`src/rtl/xee_pkg.sv`:
```
// Package for the XML entity escape unit: payload structs, command codes,
// character constants and the entity spelling functions.
// Depends on nothing; used by every other file of the block but xee_fifo.
package xee_pkg;

   // Default queue depths, handed to the top level parameters.
   localparam int CMD_DEPTH_DEF = 4;
   localparam int RSP_DEPTH_DEF = 2;

   // Input item and result item as they cross the ports.
   typedef struct packed {
      logic [7:0] text_byte;
      logic       end_of_text;
   } req_type;

   typedef struct packed {
      logic [7:0] out_byte;
      logic       out_last;
   } rsp_type;

   // Prefix that a held "&" or "&#" turns into.
   typedef logic [1:0] pfx_type;
   localparam pfx_type PFX_NONE    = 2'd0;
   localparam pfx_type PFX_AMP     = 2'd1;  // "&amp;"
   localparam pfx_type PFX_AMPHASH = 2'd2;  // "&amp;#"
   localparam pfx_type PFX_HASHX   = 2'd3;  // "&#x"

   // Expansion of the current byte itself.
   typedef logic [2:0] body_type;
   localparam body_type BODY_NONE = 3'd0;
   localparam body_type BODY_LIT  = 3'd1;
   localparam body_type BODY_AMP  = 3'd2;
   localparam body_type BODY_LT   = 3'd3;
   localparam body_type BODY_GT   = 3'd4;
   localparam body_type BODY_QUOT = 3'd5;
   localparam body_type BODY_APOS = 3'd6;
   localparam body_type BODY_HEX  = 3'd7;

   // One classified item, passed from the front to the expander.
   typedef struct packed {
      pfx_type    pfx;
      body_type   body;
      logic [7:0] text_byte;
      logic       last;
   } cmd_type;

   // Characters that the classifier and the expander both need.
   localparam logic [7:0] CH_AMP   = "&";
   localparam logic [7:0] CH_HASH  = "#";
   localparam logic [7:0] CH_X     = "x";
   localparam logic [7:0] CH_SEMI  = ";";
   localparam logic [7:0] CH_LT    = "<";
   localparam logic [7:0] CH_GT    = ">";
   localparam logic [7:0] CH_QUOTE = "\"";
   localparam logic [7:0] CH_APOS  = "'";
   localparam logic [7:0] PRINT_LO = 8'd32;
   localparam logic [7:0] PRINT_HI = 8'd126;

   // Number of bytes a prefix expands to.
   function automatic logic [2:0] pfx_len(input pfx_type p);
      logic [2:0] len;
      unique case (p)
         PFX_NONE:    len = 3'd0;
         PFX_AMP:     len = 3'd5;
         PFX_AMPHASH: len = 3'd6;
         default:     len = 3'd3;
      endcase
      return len;
   endfunction

   // Number of bytes a body expands to.
   function automatic logic [2:0] body_len(input body_type b);
      logic [2:0] len;
      unique case (b) inside
         BODY_NONE:                     len = 3'd0;
         BODY_LIT:                      len = 3'd1;
         BODY_AMP:                      len = 3'd5;
         BODY_LT, BODY_GT:              len = 3'd4;
         BODY_QUOT, BODY_APOS, BODY_HEX: len = 3'd6;
         default:                       len = 3'd0;
      endcase
      return len;
   endfunction

   // Upper-case hex digit of a nibble.
   function automatic logic [7:0] hex_digit(input logic [3:0] n);
      logic [7:0] c;
      if (n < 4'd10) c = 8'h30 + {4'h0, n};
      else           c = 8'h37 + {4'h0, n};
      return c;
   endfunction

   // Spelling of "&amp;".
   function automatic logic [7:0] amp_char(input logic [2:0] i);
      logic [7:0] c;
      case (i)
         3'd0:    c = CH_AMP;
         3'd1:    c = "a";
         3'd2:    c = "m";
         3'd3:    c = "p";
         default: c = CH_SEMI;
      endcase
      return c;
   endfunction

   // Byte i of a prefix.
   function automatic logic [7:0] pfx_char(input pfx_type p, input logic [2:0] i);
      logic [7:0] c;
      if (p == PFX_HASHX) begin
         case (i)
            3'd0:    c = CH_AMP;
            3'd1:    c = CH_HASH;
            default: c = CH_X;
         endcase
      end else if (p == PFX_AMPHASH && i == 3'd5) begin
         c = CH_HASH;
      end else begin
         c = amp_char(i);
      end
      return c;
   endfunction

   // Byte i of a body for the text byte b.
   function automatic logic [7:0] body_char(input body_type bd, input logic [2:0] i,
                                            input logic [7:0] b);
      logic [7:0] c;
      c = CH_SEMI;
      if (i == 3'd0) begin
         c = (bd == BODY_LIT) ? b : CH_AMP;
      end else begin
         unique case (bd)
            BODY_AMP: c = amp_char(i);
            BODY_LT:  c = (i == 3'd1) ? "l" : (i == 3'd2) ? "t" : CH_SEMI;
            BODY_GT:  c = (i == 3'd1) ? "g" : (i == 3'd2) ? "t" : CH_SEMI;
            BODY_QUOT: begin
               case (i)
                  3'd1:    c = "q";
                  3'd2:    c = "u";
                  3'd3:    c = "o";
                  3'd4:    c = "t";
                  default: c = CH_SEMI;
               endcase
            end
            BODY_APOS: begin
               case (i)
                  3'd1:    c = "a";
                  3'd2:    c = "p";
                  3'd3:    c = "o";
                  3'd4:    c = "s";
                  default: c = CH_SEMI;
               endcase
            end
            BODY_HEX: begin
               case (i)
                  3'd1:    c = CH_HASH;
                  3'd2:    c = CH_X;
                  3'd3:    c = hex_digit(b[7:4]);
                  3'd4:    c = hex_digit(b[3:0]);
                  default: c = CH_SEMI;
               endcase
            end
            default: c = b;
         endcase
      end
      return c;
   endfunction

endpackage

```
`src/rtl/xee_fifo.sv`:
```
// Small synchronous queue with a registered array and first-word output.
// Depends on nothing; used for the command queue and the result queue.
module xee_fifo #(
   parameter int WIDTH = 8,
   parameter int DEPTH = 2
) (
   input  logic             clock,
   input  logic             reset,
   input  logic             push,
   input  logic [WIDTH-1:0] wdata,
   output logic             full,
   input  logic             pop,
   output logic             empty,
   output logic [WIDTH-1:0] rdata
);
   localparam int PTR_W = (DEPTH > 1) ? $clog2(DEPTH) : 1;
   localparam int CNT_W = $clog2(DEPTH + 1);
   localparam logic [PTR_W-1:0] PTR_LAST = PTR_W'(DEPTH - 1);

   logic [WIDTH-1:0] mem_ff [DEPTH];
   logic [PTR_W-1:0] wr_ptr_ff, wr_ptr_in, rd_ptr_ff, rd_ptr_in;
   logic [CNT_W-1:0] count_ff, count_in;
   logic             push_ok, pop_ok;

   assign full    = (count_ff == CNT_W'(DEPTH));
   assign empty   = (count_ff == '0);
   assign rdata   = mem_ff[rd_ptr_ff];
   assign push_ok = push && !full;
   assign pop_ok  = pop && !empty;

   // Pointer and occupancy update for each transfer.
   always_comb begin
      wr_ptr_in = wr_ptr_ff;
      rd_ptr_in = rd_ptr_ff;
      count_in  = count_ff;
      if (push_ok) wr_ptr_in = (wr_ptr_ff == PTR_LAST) ? '0 : wr_ptr_ff + 1'b1;
      if (pop_ok)  rd_ptr_in = (rd_ptr_ff == PTR_LAST) ? '0 : rd_ptr_ff + 1'b1;
      if (push_ok && !pop_ok) count_in = count_ff + 1'b1;
      else if (pop_ok && !push_ok) count_in = count_ff - 1'b1;
   end

   always_ff @(posedge clock) begin
      if (reset) begin
         wr_ptr_ff <= '0;
         rd_ptr_ff <= '0;
         count_ff  <= '0;
      end else begin
         wr_ptr_ff <= wr_ptr_in;
         rd_ptr_ff <= rd_ptr_in;
         count_ff  <= count_in;
      end
   end

   // Storage needs no reset; entries are read only after being written.
   always_ff @(posedge clock) begin
      if (push_ok) mem_ff[wr_ptr_ff] <= wdata;
   end

endmodule

```
`src/rtl/xee_front.sv`:
```
// Front end of the escape unit: tracks held "&" / "&#" and raw references,
// and turns each accepted byte into at most one expansion command.
// Depends on xee_pkg.
module xee_front (
   input  logic             clock,
   input  logic             reset,
   input  logic             accept,
   input  xee_pkg::req_type req,
   output logic             cmd_push,
   output xee_pkg::cmd_type cmd
);
   import xee_pkg::*;

   localparam logic [1:0] HELD_NONE    = 2'd0;
   localparam logic [1:0] HELD_AMP     = 2'd1;
   localparam logic [1:0] HELD_AMPHASH = 2'd2;

   logic [1:0] held_ff, held_in;
   logic       raw_ff, raw_in;
   logic [7:0] b;
   logic       last;
   body_type   esc_body, plain_body, body;
   pfx_type    pfx;
   logic       plain_hold;

   assign b    = req.text_byte;
   assign last = req.end_of_text;

   // Plain escaping class of the byte.
   always_comb begin
      if (b == CH_AMP)                       esc_body = BODY_AMP;
      else if (b == CH_LT)                   esc_body = BODY_LT;
      else if (b == CH_GT)                   esc_body = BODY_GT;
      else if (b == CH_QUOTE)                esc_body = BODY_QUOT;
      else if (b == CH_APOS)                 esc_body = BODY_APOS;
      else if (b < PRINT_LO || b > PRINT_HI) esc_body = BODY_HEX;
      else                                   esc_body = BODY_LIT;
   end

   // An ampersand that is not the last byte is held for look-ahead.
   assign plain_hold = (b == CH_AMP) && !last;
   assign plain_body = plain_hold ? BODY_NONE : esc_body;

   // Next state and command for the accepted byte.
   always_comb begin
      pfx     = PFX_NONE;
      body    = BODY_NONE;
      held_in = held_ff;
      raw_in  = raw_ff;
      if (accept) begin
         if (raw_ff) begin
            body = BODY_LIT;
            if (b == CH_SEMI) raw_in = 1'b0;
         end else if (held_ff == HELD_NONE) begin
            body    = plain_body;
            held_in = plain_hold ? HELD_AMP : HELD_NONE;
         end else if (held_ff == HELD_AMP) begin
            if (b == CH_HASH) begin
               if (last) begin
                  pfx     = PFX_AMPHASH;
                  held_in = HELD_NONE;
               end else begin
                  held_in = HELD_AMPHASH;
               end
            end else begin
               pfx     = PFX_AMP;
               body    = plain_body;
               held_in = plain_hold ? HELD_AMP : HELD_NONE;
            end
         end else begin
            if (b == CH_X) begin
               pfx     = PFX_HASHX;
               raw_in  = 1'b1;
               held_in = HELD_NONE;
            end else begin
               pfx     = PFX_AMPHASH;
               body    = plain_body;
               held_in = plain_hold ? HELD_AMP : HELD_NONE;
            end
         end
         // End of text flushes everything and leaves raw mode.
         if (last) begin
            held_in = HELD_NONE;
            raw_in  = 1'b0;
         end
      end
   end

   assign cmd_push      = accept && (pfx != PFX_NONE || body != BODY_NONE);
   assign cmd.pfx       = pfx;
   assign cmd.body      = body;
   assign cmd.text_byte = b;
   assign cmd.last      = last;

   always_ff @(posedge clock) begin
      if (reset) begin
         held_ff <= HELD_NONE;
         raw_ff  <= 1'b0;
      end else begin
         held_ff <= held_in;
         raw_ff  <= raw_in;
      end
   end

endmodule

```
`src/rtl/xee_back.sv`:
```
// Back end of the escape unit: spells out one command a byte per cycle into
// the result queue while it has room. Depends on xee_pkg and xee_fifo.
module xee_back #(
   parameter int RSP_DEPTH = xee_pkg::RSP_DEPTH_DEF
) (
   input  logic             clock,
   input  logic             reset,
   input  logic             cmd_valid,
   input  xee_pkg::cmd_type cmd,
   output logic             cmd_pop,
   output logic             rsp_empty,
   input  logic             rsp_pop,
   output xee_pkg::rsp_type rsp_data
);
   import xee_pkg::*;

   logic [3:0] idx_ff, idx_in;
   logic [2:0] plen, blen, bidx;
   logic [3:0] total;
   logic       in_pfx, done, emit, out_full;
   rsp_type    out_item;

   // Position within the expanded command.
   assign plen   = pfx_len(cmd.pfx);
   assign blen   = body_len(cmd.body);
   assign total  = {1'b0, plen} + {1'b0, blen};
   assign in_pfx = idx_ff < {1'b0, plen};
   assign bidx   = 3'(idx_ff - {1'b0, plen});
   assign done   = (idx_ff == total - 4'd1);
   assign emit   = cmd_valid && !out_full;
   assign cmd_pop = emit && done;

   assign out_item.out_byte = in_pfx ? pfx_char(cmd.pfx, idx_ff[2:0])
                                     : body_char(cmd.body, bidx, cmd.text_byte);
   assign out_item.out_last = cmd.last && done;

   // Step through the bytes; restart at zero for the next command.
   always_comb begin
      idx_in = idx_ff;
      if (emit) idx_in = done ? 4'd0 : idx_ff + 4'd1;
   end

   always_ff @(posedge clock) begin
      if (reset) idx_ff <= 4'd0;
      else       idx_ff <= idx_in;
   end

   // Result queue decouples the expander from the consumer.
   logic [$bits(rsp_type)-1:0] rsp_bits;

   xee_fifo #(
      .WIDTH($bits(rsp_type)),
      .DEPTH(RSP_DEPTH)
   ) u_rsp_fifo (
      .clock(clock),
      .reset(reset),
      .push (emit),
      .wdata(out_item),
      .full (out_full),
      .pop  (rsp_pop),
      .empty(rsp_empty),
      .rdata(rsp_bits)
   );

   assign rsp_data = rsp_type'(rsp_bits);

endmodule

```
`src/rtl/xml_entity_escape_unit.sv`:
```
// Top level of the XML entity escape unit: classifier front end, command
// queue and byte expander. Depends on xee_pkg, xee_front, xee_fifo, xee_back.
//
//   Channel   Ports                       Moves
//   input     req_push/req_full/req_data  one text byte with end marker
//   result    rsp_pop/rsp_empty/rsp_data  one escaped byte with last flag
//
// Throughput is one result byte per cycle while the result queue has room,
// set by the expander; an item expands to N bytes (0 to 12).
// An item that makes one byte is taken every cycle while the command queue
// is not full; its command is written into the command queue and its byte
// into the result queue before the result is on the result ports.
// req_full rises when the command queue (CMD_DEPTH entries) is full, so
// long entities or a stalled consumer push back on the input.
// Synchronous reset empties both queues and clears the held and raw state.
module xml_entity_escape_unit #(
   parameter int CMD_DEPTH = xee_pkg::CMD_DEPTH_DEF,
   parameter int RSP_DEPTH = xee_pkg::RSP_DEPTH_DEF
) (
   input  logic             clock,
   input  logic             reset,
   input  logic             req_push,
   output logic             req_full,
   input  xee_pkg::req_type req_data,
   output logic             rsp_empty,
   input  logic             rsp_pop,
   output xee_pkg::rsp_type rsp_data
);
   import xee_pkg::*;

   logic                       accept, cmd_push, cmd_pop, cmd_empty;
   cmd_type                    cmd_new, cmd_head;
   logic [$bits(cmd_type)-1:0] cmd_bits;

   assign accept = req_push && !req_full;

   // Classifier.
   xee_front u_front (
      .clock   (clock),
      .reset   (reset),
      .accept  (accept),
      .req     (req_data),
      .cmd_push(cmd_push),
      .cmd     (cmd_new)
   );

   // Command queue between classifier and expander.
   xee_fifo #(
      .WIDTH($bits(cmd_type)),
      .DEPTH(CMD_DEPTH)
   ) u_cmd_fifo (
      .clock(clock),
      .reset(reset),
      .push (cmd_push),
      .wdata(cmd_new),
      .full (req_full),
      .pop  (cmd_pop),
      .empty(cmd_empty),
      .rdata(cmd_bits)
   );

   assign cmd_head = cmd_type'(cmd_bits);

   // Expander and result queue.
   xee_back #(
      .RSP_DEPTH(RSP_DEPTH)
   ) u_back (
      .clock    (clock),
      .reset    (reset),
      .cmd_valid(!cmd_empty),
      .cmd      (cmd_head),
      .cmd_pop  (cmd_pop),
      .rsp_empty(rsp_empty),
      .rsp_pop  (rsp_pop),
      .rsp_data (rsp_data)
   );

endmodule

```
`config.mk`:
```
export PLATFORM = sky130hd
export DESIGN_NAME = xml_entity_escape_unit
export DESIGN_NICKNAME = d
export VERILOG_FILES = /design/src/rtl/xee_pkg.sv /design/src/rtl/xee_fifo.sv /design/src/rtl/xee_front.sv /design/src/rtl/xee_back.sv /design/src/rtl/xml_entity_escape_unit.sv
export SDC_FILE = /design/constraint.sdc
export NUM_CORES = 1
export LEC_CHECK = 0
export BUFFER_PORTS_ARGS = -buffer_cell sky130_fd_sc_hd__buf_2
export CORE_UTILIZATION = 55
export CTS_CLUSTER_DIAMETER = 60
export DETAILED_ROUTE_END_ITERATION = 12
export GPL_ROUTABILITY_DRIVEN = 0
export PLACE_DENSITY = 0.75
export REMOVE_ABC_BUFFERS = 1
export SKIP_LAST_GASP = 1
export SYNTH_ARGS = -nofsm -noshare
export SYNTH_HDL_FRONTEND = slang
export SYNTH_HIERARCHICAL = 1
export SYNTH_SLANG_ARGS = --single-unit
```
`constraint.sdc`:
```
create_clock -name clock -period 4.5 [get_ports clock]
set_input_delay 0.9 -clock clock [delete_from_list [all_inputs] [get_ports clock]]
set_output_delay 0.9 -clock clock [all_outputs]
set_load 0.02 [all_outputs]
```
Yosys cells after proc, flatten, opt, wreduce, memory -nomap -nowiden --
Memory sizes are Yosys's and may differ from the RTL's. A register that Yosys moved wholly into a read port is not among the register bits. Index checks and enable logic that the tools add are counted.
Word-level totals: logic and storage cells 173, input bits 13, flip-flop bits (word level) 18, memory bits (writable) 74, output and inout bits 11, memories kept 2
Memory list:
- u_cmd_fifo.mem_ff | depth 4, width 14, read ports 1, clocked after memory_dff 1, write ports 1, RTL line xee_fifo.sv:20 | logic [WIDTH-1:0] mem_ff [DEPTH];
- u_back.u_rsp_fifo.mem_ff | depth 2, width 9, read ports 1, clocked after memory_dff 1, write ports 1, RTL line xee_fifo.sv:20
Operators by class: equality and inequality tests 33, order comparisons 5, reduce and logical (&&, ||, !) cells 39, muxes and demuxes 69, $add $sub $neg 16
Operators with widths (count):
- case mux 7 bit (4 select lines) | 3
- two-way mux 8 bit | 9
- equality test 8 x 6 -> 1 bit (second input constant) | 7
- case mux 8 bit (6 select lines) | 1
- two-way mux 3 bit | 15
- two-way mux 2 bit | 18
- case mux 8 bit (4 select lines) | 1
- adder 6 x 4 -> 7 bit (first input constant) | 4
- equality test 3 bit (second input constant) | 7
- case mux 7 bit (3 select lines) | 1
- equality test 3 x 2 -> 1 bit (second input constant) | 6
- two-way mux 1 bit | 16
- logical AND 1 bit | 15
- case mux 7 bit (2 select lines) | 1
- case mux 3 bit (4 select lines) | 1
- equality test 2 bit (second input constant) | 5
- equality test 3 x 1 -> 1 bit (second input constant) | 3
- logical NOT 1 bit | 9
- logical NOT 3 bit | 3
- case mux 3 bit (3 select lines) | 1
- equality test 8 x 7 -> 1 bit (second input constant) | 1
- > comparator 8 x 7 -> 1 bit (second input constant) | 1
- less-than comparator 4 bit (second input constant) | 2
- less-than comparator 8 x 6 -> 1 bit (second input constant) | 1
- 22 further kinds | 31

Depth between registers and ports, before layout --
Gate-level depths: netlist of run 1.
depth after elaboration 22, depth in mapped cells 23, gate-level depth less buffers 21

Modules after synthesis --
Netlist of run 1, hierarchy kept.
By module, submodules not included:
- xee_fifo at u_cmd_fifo | seq. area each 1861.8 µm², cells an instance 123, instances 1, area an instance 2521.2 µm²
- xee_back | seq. area each 80.1 µm², cells an instance 235, instances 1, area an instance 1584.0 µm²
- xee_fifo at u_back.u_rsp_fifo | seq. area each 640.6 µm², cells an instance 53, instances 1, area an instance 864.6 µm²
- xee_front | seq. area each 60.1 µm², cells an instance 65, instances 1, area an instance 508.0 µm²
- xml_entity_escape_unit | seq. area each 0.0 µm², cells an instance 2, instances 1, area an instance 17.5 µm²

Worst setup path after synthesis of run 1 --
OpenSTA, ideal clock, no wires.
path kind register to register, start point reg (tool-made name), end point reg u_cmd_fifo.count_ff[2], setup slack -191 ps, clock period less this slack 4691 ps, required time 4430 ps, setup time 70 ps, arrival 4621 ps, path buffers 3, stages on the path, launching flop included 24, cells stage by stage dfxtp_1 buf_2 buf_6 mux4_2 ha_1 clkbuf_1 or2_2 inv_1 ha_1 inv_1 ha_1 inv_1 fa_1 xor2_1 xnor2_1 nor4_1 and2_1 o31ai_2 ha_1 inv_1 fa_1 xor2_1 or3_1 a21oi_1
RTL lines:
- end signal, assigned | RTL line xee_fifo.sv:50 | count_ff <= count_in;
- end, declared | RTL line xee_fifo.sv:22 | logic [CNT_W-1:0] count_ff, count_in;

==> flow_metrics.py, run 1 <==
metrics = {
    "run_status": {
        "status": "finished, final reports clean",
    },
    "min_path": {
        "hp-class": "register to register",
    },
    "clocking": {
        "cts_root_buf": "clkbuf_8",
        "path_clk_slew_ns": 0.10,
        "cts.sink_count": 95,
        "htreeDepth": 3,
        "cts_hold_buf": 0,
        "cts_tree": "built",
        "cts-buffers-inserted": 9,
        "clock_tree.buffer_depth": 2,
        "clk_latency_ns": 0.37,
    },
    "grt": {
        "met2_usage_pct": 38.7,
        "grtUsageMet1_pct": 27.4,
        "grt.overflow.total": 0,
        "first_global_vias": 3642,
        "grt_max_degree": 20,
        "antenna_found_initial": 0,
        "grt_pass1_wl_mm": 17.6,
        "gr-max-usage-layer": "met2",
        "grt_usage_pct": 22.6,
        "met3_usage_pct": 5.20,
    },
    "final_layout": {
        "nets": 537,
        "instances_no_fill": 636,
        "regArea_sq_um": 2650,
        "area_growth_pct": 10.2,
        "diodes": 0,
        "fill_cells": 749,
        "stdcell_area_sq_um": 6050,
        "drive_gt1_share_pct": 23.9,
        "multi_input_area_sq_um": 2610,
    },
    "worst_setup_path": {
        "arrival_ns": 4.68,
        "slowest_stage": "mux4_2",
        "crit_required_ns": 4.80,
        "worst-path-buf-inv": 4,
        "cp-end-kind": "register",
        "slowest_delay_ns": 0.59,
        "path_class": "register to register",
        "cp_max_fo": 3,
        "cp_top_family": "adder cells",
        "start_kind": "register",
        "crit_chain": "mux4_2 > ha_4 > or2_4 > inv_4 > ha_4 > inv_2 > ha_4 > inv_2 > fa_2 > xor2_2 > xnor2_1 > nor4_2 > and2_4 > o31ai_4 > ha_2 > inv_2 > fa_2 > xor2_2 > or3_1 > a21oi_1",
    },
    "timing": {
        "slew_violations": 0,
        "max_clock_freq_mhz": 229,
        "min_period_over_period_pct": 97.2,
        "hold_viol": 0,
        "relSlewSlack_pct": 51.5,
        "rsz0062_at_grt": "yes",
        "fin_tns_setup_ns": 0,
        "worst_pin_slew_ns": 0.728,
        "setup_ws_ns": 0.126,
        "post-route-min-period_ns": 4.37,
        "setup_viol": 0,
        "skew_ns": 0.0109,
    },
    "drt": {
        "detail-route-antenna-nets": 0,
        "routed_wl_mm": 11.2,
        "routed-via-count": 3912,
        "drc_errors": 0,
        "vias_per_cell": 6.15,
        "wl_per_cell_um": 17.6,
        "first_iter_violations": 294,
        "firstDrtPassIters": 7,
    },
    "die": {
        "ios": 24,
        "dieArea_sq_um": 10400,
        "rows": 36,
        "die_y_um": 102,
        "start_util_pct": 56.5,
        "core_area_sq_um": 9730,
        "die_w_um": 102,
    },
    "synth": {
        "syn_area_sq_um": 5500,
        "synth_edf_count": 74,
        "synth_seq_cells": 95,
        "synth_ff_type": "edfxtp_1",
        "netlist_instances": 478,
        "yosysMostFrequentCell": "edfxtp_1",
        "ys_types": 78,
        "synth_area_leaders": "edfxtp_1, dfxtp_1, mux4_2, ha_1, nor2_1",
        "ys_seq_area_share_pct": 48.1,
        "yosysWarnings": 6,
        "syn_area_per_cell_sq_um": 11.5,
        "yosysTopAreaCell": "edfxtp_1",
        "async_flop_share_pct": 0,
        "synthTopCellsByCount": "edfxtp_1, nor2_1, inv_1",
        "synth_top_area_share_pct": 40.4,
    },
    "power": {
        "p_leak_nw": 2.17,
        "vdd_drop_max_uv": 383,
        "total_power_mw": 4.71,
        "power.density_nw_per_um2": 778,
    },
    "placement": {
        "dpl_cell_area_sq_um": 5650,
        "dp_cells": 610,
        "dpl.hpwl_mm": 7.80,
        "io_buffers": 23,
        "post-place-ws_ns": -0.0760,
    },
    "run": {
        "maxCapViolCount": 0,
    },
}
==> kinds of logic (layout without fill, tap and decap cells) <==
logic type	Yosys count	in the layout	share of synthesized area, %
and+or+nand+nor	137	137	14.3
AOI/OAI and AO/OA	108	108	13.4
DFF	95	95	48.1
buffers and inverters	65	90	6.22
muxes	28	28	8.52
adders and majority gates	26	26	6.33
xor gates and xnor gates	19	19	3.16
==> path summary, 6_finish.rpt <==
check | start | cells past startpoint | to | slack (ns)
setup reg to reg | register | 20 | u_cmd_fifo/count_ff[2] | 0.13
setup / recovery | register | 20 | u_cmd_fifo/count_ff[2] | 0.13
hold / removal | u_back/u_rsp_fifo/wr_ptr_ff | 2 | u_back/u_rsp_fifo/wr_ptr_ff | 0.50
hold reg to reg | u_back/u_rsp_fifo/wr_ptr_ff | 2 | u_back/u_rsp_fifo/wr_ptr_ff | 0.50
==> registers in the layout, indices dropped and copies added (netlist names), named ones only <==
signal,cells
u_cmd_fifo/rd_ptr_ff,2
u_cmd_fifo/mem_ff,56
u_back/u_rsp_fifo/mem_ff,18
u_cmd_fifo/count_ff,3
u_back/u_rsp_fifo/wr_ptr_ff,1
u_back/u_rsp_fifo/count_ff,2
u_cmd_fifo/wr_ptr_ff,2
u_front/raw_ff,1
u_front/held_ff,2
u_back/u_rsp_fifo/rd_ptr_ff,1
u_back/idx_ff,4
==> tightest hold or removal path: stages (launching register included) <==
cell     delay, ns
dfxtp_1       0.32
o21ai_0       0.07
a21oi_1       0.07
==> layout by cell type (no fill, tap or decap), types with 4 or more instances in the layout <==
cell type / synthesis / routed
inv_1: 28 / 22
nand4_1: 5 / 5
xnor2_1: 8 / 8
o211ai_1: 5 / 5
nor3_1: 7 / 7
o22ai_1: 5 / 5
ha_4: 0 / 4
mux4_2: 14 / 14
nor2_1: 39 / 39
nand3_1: 12 / 12
a2111oi_0: 4 / 4
and3_1: 8 / 8
a211oi_1: 5 / 5
inv_2: 0 / 5
o21ai_0: 27 / 26
dfxtp_1: 21 / 20
nor2b_1: 7 / 7
clkbuf_8: 0 / 9
mux2i_1: 4 / 4
and2_1: 6 / 5
o21ai_1: 3 / 4
clkinv_4: 1 / 4
ha_1: 23 / 18
buf_2: 9 / 23
a21oi_1: 20 / 20
or3_1: 8 / 8
mux2_2: 10 / 10
a21o_1: 4 / 4
buf_4: 10 / 19
nand2_1: 15 / 15
xor2_1: 10 / 8
nand2b_1: 5 / 4
edfxtp_1: 74 / 74
==> per-stage QoR <==
stage | utilization, % | hold WS (ns)
after detailed placement | 58.1 | 0.487
after floorplan | - | 0.452
after global placement | 58.1 | 0.469
after global routing | 62.2 | 0.527
final | 62.2 | 0.499
after CTS | 60.5 | 0.500
==> where the power goes <==
group	leakage (nW)	switching (mW)	total, mW	internal (mW)
Combinational	1.22	1.68	2.80	1.12
Sequential	0.849	0.101	1.33	1.23
Clock	0.104	0.317	0.585	0.268
Total	2.17	2.10	4.71	2.61
==> area by class of cell <==
| class | count | share of cell area, % |
|---|---|---|
| flip-flops and latches | 95 | 43.7 |
| multi-input cells | 318 | 43.1 |
| repair buffers | 44 | 4.77 |
| well taps | 133 | 2.75 |
| inverters | 30 | 2.21 |
| clock buffers | 10 | 2.11 |
| clock inverters | 6 | 1.30 |
==> timing repair <==
action                                  in CTS  in global routing
gates resized for setup                      4                 27
pin swaps                                    1                 15
setup buffers                                2                  8
endpoints found under the setup margin       2                  2
==> routing by layer <==
| layer | part of all wire (%) | up-vias | wire [um] |
|---|---|---|---|
| met5 | 0 | - | 0 |
| met4 | 2.4 | 0 | 267 |
| met3 | 6.5 | 31 | 730 |
| met2 | 50 | 190 | 5650 |
| met1 | 41 | 1861 | 4570 |
| li1 | - | 1830 | - |
No activity file was read; power rests on OpenSTA's default activity.
==> run 2: changes to the inputs <==
- GPL_ROUTABILITY_DRIVEN: 0 -> default
- PLACE_DENSITY: 0.75 -> default
- PLACE_DENSITY_LB_ADDON: default -> 0.12
==> flow_metrics.py, run 2 (same netlist as run 1, synthesis figures left out) <==
metrics = {
    "run": {
        "maxCapViolCount": 0,
    },
    "drt": {
        "routed-via-count": 3732,
        "routed_wl_mm": 10.9,
        "vias_per_cell": 5.89,
        "wl_met3_um": 586,
        "top_layer": "met4",
        "wl_met1_mm": 4.64,
        "wl_per_cell_um": 17.2,
        "wl_met2_mm": 5.36,
        "first_iter_violations": 185,
        "firstDrtPassIters": 5,
        "detail-route-antenna-nets": 0,
        "drc_errors": 0,
    },
    "die": {
        "die_y_um": 102,
        "ios": 24,
        "die_w_um": 102,
        "start_util_pct": 56.5,
        "core_area_sq_um": 9730,
        "dieArea_sq_um": 10400,
        "rows": 36,
    },
    "min_path": {
        "min_path_cells": 2,
        "hp-class": "register to register",
    },
    "clocking": {
        "cts_root_buf": "clkbuf_8",
        "cts-buffers-inserted": 9,
        "path_clk_slew_ns": 0.09,
        "cts_hold_buf": 0,
        "cts_tree": "built",
        "cts.sink_count": 95,
        "clk_latency_ns": 0.36,
        "clock_tree.buffer_depth": 2,
        "htreeDepth": 3,
    },
    "grt": {
        "grt_pass1_wl_mm": 17.4,
        "grt_max_degree": 19,
        "antenna_found_initial": 0,
        "grt_usage_pct": 22.4,
        "first_global_vias": 3504,
        "grt.overflow.total": 0,
    },
    "final_layout": {
        "fill_cells": 794,
        "nets": 535,
        "mostFrequentLayoutCell": "edfxtp_1",
        "area_growth_pct": 8.06,
        "final_cell_mix": "edfxtp_1, nor2_1, inv_1, o21ai_0, buf_2",
        "largest_reg_flops": 56,
        "drive_gt1_share_pct": 21.2,
        "regMostFlops": "u_cmd_fifo/mem_ff",
        "diodes": 0,
        "reg_top3": "u_cmd_fifo/mem_ff (56), u_back/u_rsp_fifo/mem_ff (18), u_back/idx_ff (4)",
        "instances_no_fill": 634,
    },
    "timing": {
        "setup_viol": 0,
        "max_clock_freq_mhz": 233,
        "hold_viol": 0,
        "worst_pin_slew_ns": 0.869,
        "min_period_over_period_pct": 95.3,
        "slew_violations": 0,
        "setup_ws_ns": 0.211,
        "relSlewSlack_pct": 41.6,
        "fin_tns_setup_ns": 0,
        "post-route-min-period_ns": 4.29,
        "hold_slack_ns": 0.500,
        "skew_ns": 0.0121,
    },
    "worst_setup_path": {
        "crit_cells": 20,
        "cp-end-kind": "register",
        "worst-path-buf-inv": 4,
        "crit_chain": "mux4_2 > ha_4 > or2_4 > inv_1 > ha_1 > inv_1 > ha_1 > inv_1 > fa_2 > xor2_1 > xnor2_1 > nor4_2 > and2_1 > o31ai_4 > ha_2 > inv_1 > fa_2 > xor2_1 > or3_1 > a21oi_2",
        "cp_top_family": "adder cells",
        "crit_top_cell": "inv_1",
        "ff2ff_setup_slack_ns": 0.21,
        "arrival_ns": 4.59,
        "cp_max_fo": 4,
        "crit_required_ns": 4.80,
        "path_class": "register to register",
        "r2r_cells": 20,
        "start_kind": "register",
        "slowest_stage": "mux4_2",
        "slowest_delay_ns": 0.58,
    },
    "placement": {
        "dpl.hpwl_mm": 7.96,
        "post-place-ws_ns": -0.0768,
        "dp_cells": 613,
        "io_buffers": 23,
        "gp_congestion": 0.885,
    },
    "power": {
        "power.density_nw_per_um2": 758,
        "vdd_drop_max_uv": 359,
        "p_leak_nw": 2.14,
    },
    "run_status": {
        "status": "finished, final reports clean",
    },
}
## run 2: cell types whose count changed in the layout (fill, tap and decap cells not counted), moves of 2 or more
cell | previous run | this run
inv_2 | 5 | 0
xor2_2 | 3 | 1
inv_8 | 2 | 0
ha_1 | 18 | 20
ha_4 | 4 | 2
clkinv_4 | 4 | 1
xor2_1 | 8 | 10
inv_1 | 22 | 28
inv_4 | 1 | 3
## run 2: path summary, 6_finish.rpt
| check | from | end |
|---|---|---|
| min | u_cmd_fifo/rd_ptr_ff[0] | register |
| max | register | u_cmd_fifo/count_ff[2] |
| min reg2reg | u_cmd_fifo/rd_ptr_ff[0] | register |
| max reg2reg | register | u_cmd_fifo/count_ff[2] |
## run 2: final cells by class
type                            count  area, sq um  area share, %
Clock inverter                      5         32.5          0.548
Timing Repair Buffer               42          265           4.47
Clock buffer                       11          131           2.21
Tap cell                          133          166           2.80
Sequential cell                    95         2650           44.6
Inverter                           30          131           2.21
Multi-Input combinational cell    318         2560           43.2
## run 2: through the flow
step	total power [mW]	utilization, %	cell area (sq um)
floorplan	3.17	-	5290
global placement	3.92	58.3	5670
detailed placement	3.93	58.3	5670
CTS	4.42	60.1	5850
global route	4.85	61.0	5940
finish	4.50	61.0	5940
## run 2: worst min-delay path, cell delays in order (launching register included)
cell,delay [ns]
dfxtp_1,0.33
nand2_1,0.06
a21oi_1,0.07
## run 2: what timing repair did
item                       4_1_cts  5_1_grt
buffers inserted                 1        4
hold endpoints to repair         0        0
resized for setup                3       12
pin swaps                        1        6
setup endpoints to repair        1        2
## run 2: routing by layer
layer | global-route usage, % | vias to the layer above
met1 | 28.6 | 1746
met2 | 37.2 | 136
met3 | 4.31 | 24
met4 | 10.3 | 0
met5 | 0 | -
li1 | - | 1826
## run 2: power breakdown
group	switching [mW]	internal (mW)	total (mW)	leakage, nW
logic	1.63	1.07	2.69	1.20
clock network	0.276	0.203	0.479	0.0889
registers	0.104	1.23	1.33	0.849
==> run 3: changes to the inputs <==
- CTS_BUF_LIST: default -> sky130_fd_sc_hd__clkbuf_4 sky130_fd_sc_hd__clkbuf_8
- CTS_CLUSTER_DIAMETER: 60 -> 100
==> flow_metrics.py, run 3 (same netlist as run 1, synthesis figures left out) <==
metrics = {
    "timing": {
        "setup_ws_ns": 0.212,
        "worst_pin_slew_ns": 0.869,
        "relSlewSlack_pct": 41.6,
        "setup_viol": 0,
        "fin_tns_setup_ns": 0,
        "hold_viol": 0,
        "skew_ns": 0.0156,
        "min_period_over_period_pct": 95.3,
        "slew_violations": 0,
        "max_clock_freq_mhz": 233,
        "post-route-min-period_ns": 4.29,
    },
    "clocking": {
        "cts_hold_buf": 0,
        "clock_tree.buffer_depth": 2,
        "htreeDepth": 3,
        "cts-buffers-inserted": 9,
        "cts_tree": "built",
        "cts.sink_count": 95,
        "cts_root_buf": "clkbuf_8",
        "path_clk_slew_ns": 0.09,
        "clk_latency_ns": 0.36,
    },
    "grt": {
        "grt_usage_pct": 22.4,
        "first_global_vias": 3504,
        "grt.overflow.total": 0,
        "grt_pass1_wl_mm": 17.4,
        "grt_max_degree": 19,
        "antenna_found_initial": 0,
    },
    "worst_setup_path": {
        "cp-end-kind": "register",
        "ff2ff_setup_slack_ns": 0.21,
        "crit_required_ns": 4.80,
        "crit_end": "u_cmd_fifo/count_ff[2]",
        "start_kind": "register",
        "reg2reg_to": "u_cmd_fifo/count_ff[2]",
        "cp_max_fo": 4,
        "r2r_cells": 20,
        "path_class": "register to register",
        "arrival_ns": 4.59,
    },
    "placement": {
        "io_buffers": 23,
        "gp_congestion": 0.885,
        "post-place-ws_ns": -0.0768,
        "dpl_cell_area_sq_um": 5670,
        "dpl.hpwl_mm": 7.96,
    },
    "final_layout": {
        "nets": 535,
        "mostFrequentLayoutCell": "edfxtp_1",
        "drive_gt1_share_pct": 21.6,
        "reg_top3": "u_cmd_fifo/mem_ff (56), u_back/u_rsp_fifo/mem_ff (18), u_back/idx_ff (4)",
        "largest_reg_flops": 56,
        "diodes": 0,
        "area_growth_pct": 8.20,
        "stdcell_area_sq_um": 5950,
        "final_cell_mix": "edfxtp_1, nor2_1, inv_1, o21ai_0, buf_2",
        "regMostFlops": "u_cmd_fifo/mem_ff",
    },
    "power": {
        "p_leak_nw": 2.15,
        "swShare_pct": 44.6,
        "power.density_nw_per_um2": 760,
        "internal_power_mw": 2.51,
        "seqPwrFrac_pct": 29.4,
        "p_clk_share_pct": 10.9,
        "switching_power_mw": 2.01,
        "vdd_drop_max_uv": 358,
        "pwr-share-comb_pct": 59.7,
    },
    "min_path": {
        "min_path_cells": 2,
        "hp-class": "register to register",
    },
    "drt": {
        "routed_wl_mm": 10.9,
        "drc_errors": 0,
        "wl_per_cell_um": 17.2,
        "detail-route-antenna-nets": 0,
        "firstDrtPassIters": 5,
        "first_iter_violations": 185,
        "routed-via-count": 3751,
        "vias_per_cell": 5.92,
    },
    "die": {
        "die_y_um": 102,
        "die_w_um": 102,
        "ios": 24,
        "core_area_sq_um": 9730,
        "rows": 36,
        "dieArea_sq_um": 10400,
        "start_util_pct": 56.5,
    },
    "run": {
        "maxCapViolCount": 0,
    },
    "run_status": {
        "status": "finished, final reports clean",
    },
}
[run 3: cell types whose count changed in the layout (fill, tap and decap cells not counted)]
cell / delta
clkbuf_1: -2
clkbuf_4: +2
[run 3: what timing repair did]
action / CTS / global route
endpoints found under the setup margin: 1 / 2
buffers inserted: 1 / 4
pin swaps: 1 / 6
resized for setup: 3 / 12
[run 3: worst min path at each step]
stage / startpoint / end / slack [ns]
finish: u_cmd_fifo/rd_ptr_ff[0] / register / 0.51
global route: u_cmd_fifo/rd_ptr_ff[0] / register / 0.53
CTS: u_cmd_fifo/rd_ptr_ff[0] / register / 0.50
detailed placement: u_cmd_fifo/rd_ptr_ff[0] / u_cmd_fifo/rd_ptr_ff[0] / 0.50
floorplan: u_back/u_rsp_fifo/wr_ptr_ff / u_back/u_rsp_fifo/wr_ptr_ff / 0.45
global placement: u_back/u_rsp_fifo/wr_ptr_ff / u_back/u_rsp_fifo/wr_ptr_ff / 0.46
[run 3: area by class of cell]
cell class | count | area (sq um)
Sequential cell | 95 | 2650
Tap cell | 133 | 166
Multi-Input combinational cell | 318 | 2560
Timing Repair Buffer | 42 | 265
Inverter | 30 | 131
Clock inverter | 5 | 32.5
Fill cell | 790 | 3780
Clock buffer | 11 | 139
[run 3: per-layer routing]
layer  vias to the layer above  wire [um]  share of wire [%]  GRT usage, %
met5                         -          0                  0             0
met1                      1759       4650                 43          28.6
met4                         0        304                2.8          10.3
met2                       138       5370                 49          37.2
met3                        28        572                5.2          4.31
li1                       1826          -                  -             -
[run 3: power groups by stage]
stage | Combinational (mW) | Sequential (mW) | Clock (mW)
finish | 2.70 | 1.33 | 0.492
global route | 2.97 | 1.36 | 0.539
CTS | 2.60 | 1.33 | 0.509
detailed placement | 2.58 | 1.35 | 0
global placement | 2.59 | 1.34 | 0
floorplan | 1.85 | 1.32 | 0
[run 3: worst max-delay path, cell delays in order (launching register included)]
cell and delay, ns:
dfxtp_4 0.39, mux4_2 0.58, ha_4 0.20, or2_4 0.25
inv_1 0.06, ha_1 0.22, inv_1 0.06, ha_1 0.14
inv_1 0.05, fa_2 0.33, xor2_1 0.16, xnor2_1 0.20
nor4_2 0.07, and2_1 0.18, o31ai_4 0.07, ha_2 0.22
inv_1 0.05, fa_2 0.33, xor2_1 0.16, or3_1 0.39
a21oi_2 0.12
[run 3: through the flow]
stage / total power, mW / hold WS (ns) / util (%) / std cells
2_1_floorplan: 3.17 / 0.452 / - / 443
3_3_place_gp: 3.92 / 0.464 / 58.3 / 613
3_5_place_dp: 3.93 / 0.499 / 58.3 / 613
4_1_cts: 4.43 / 0.504 / 60.2 / 630
5_1_grt: 4.86 / 0.532 / 61.1 / 634
6_report: 4.52 / 0.506 / 61.1 / 634
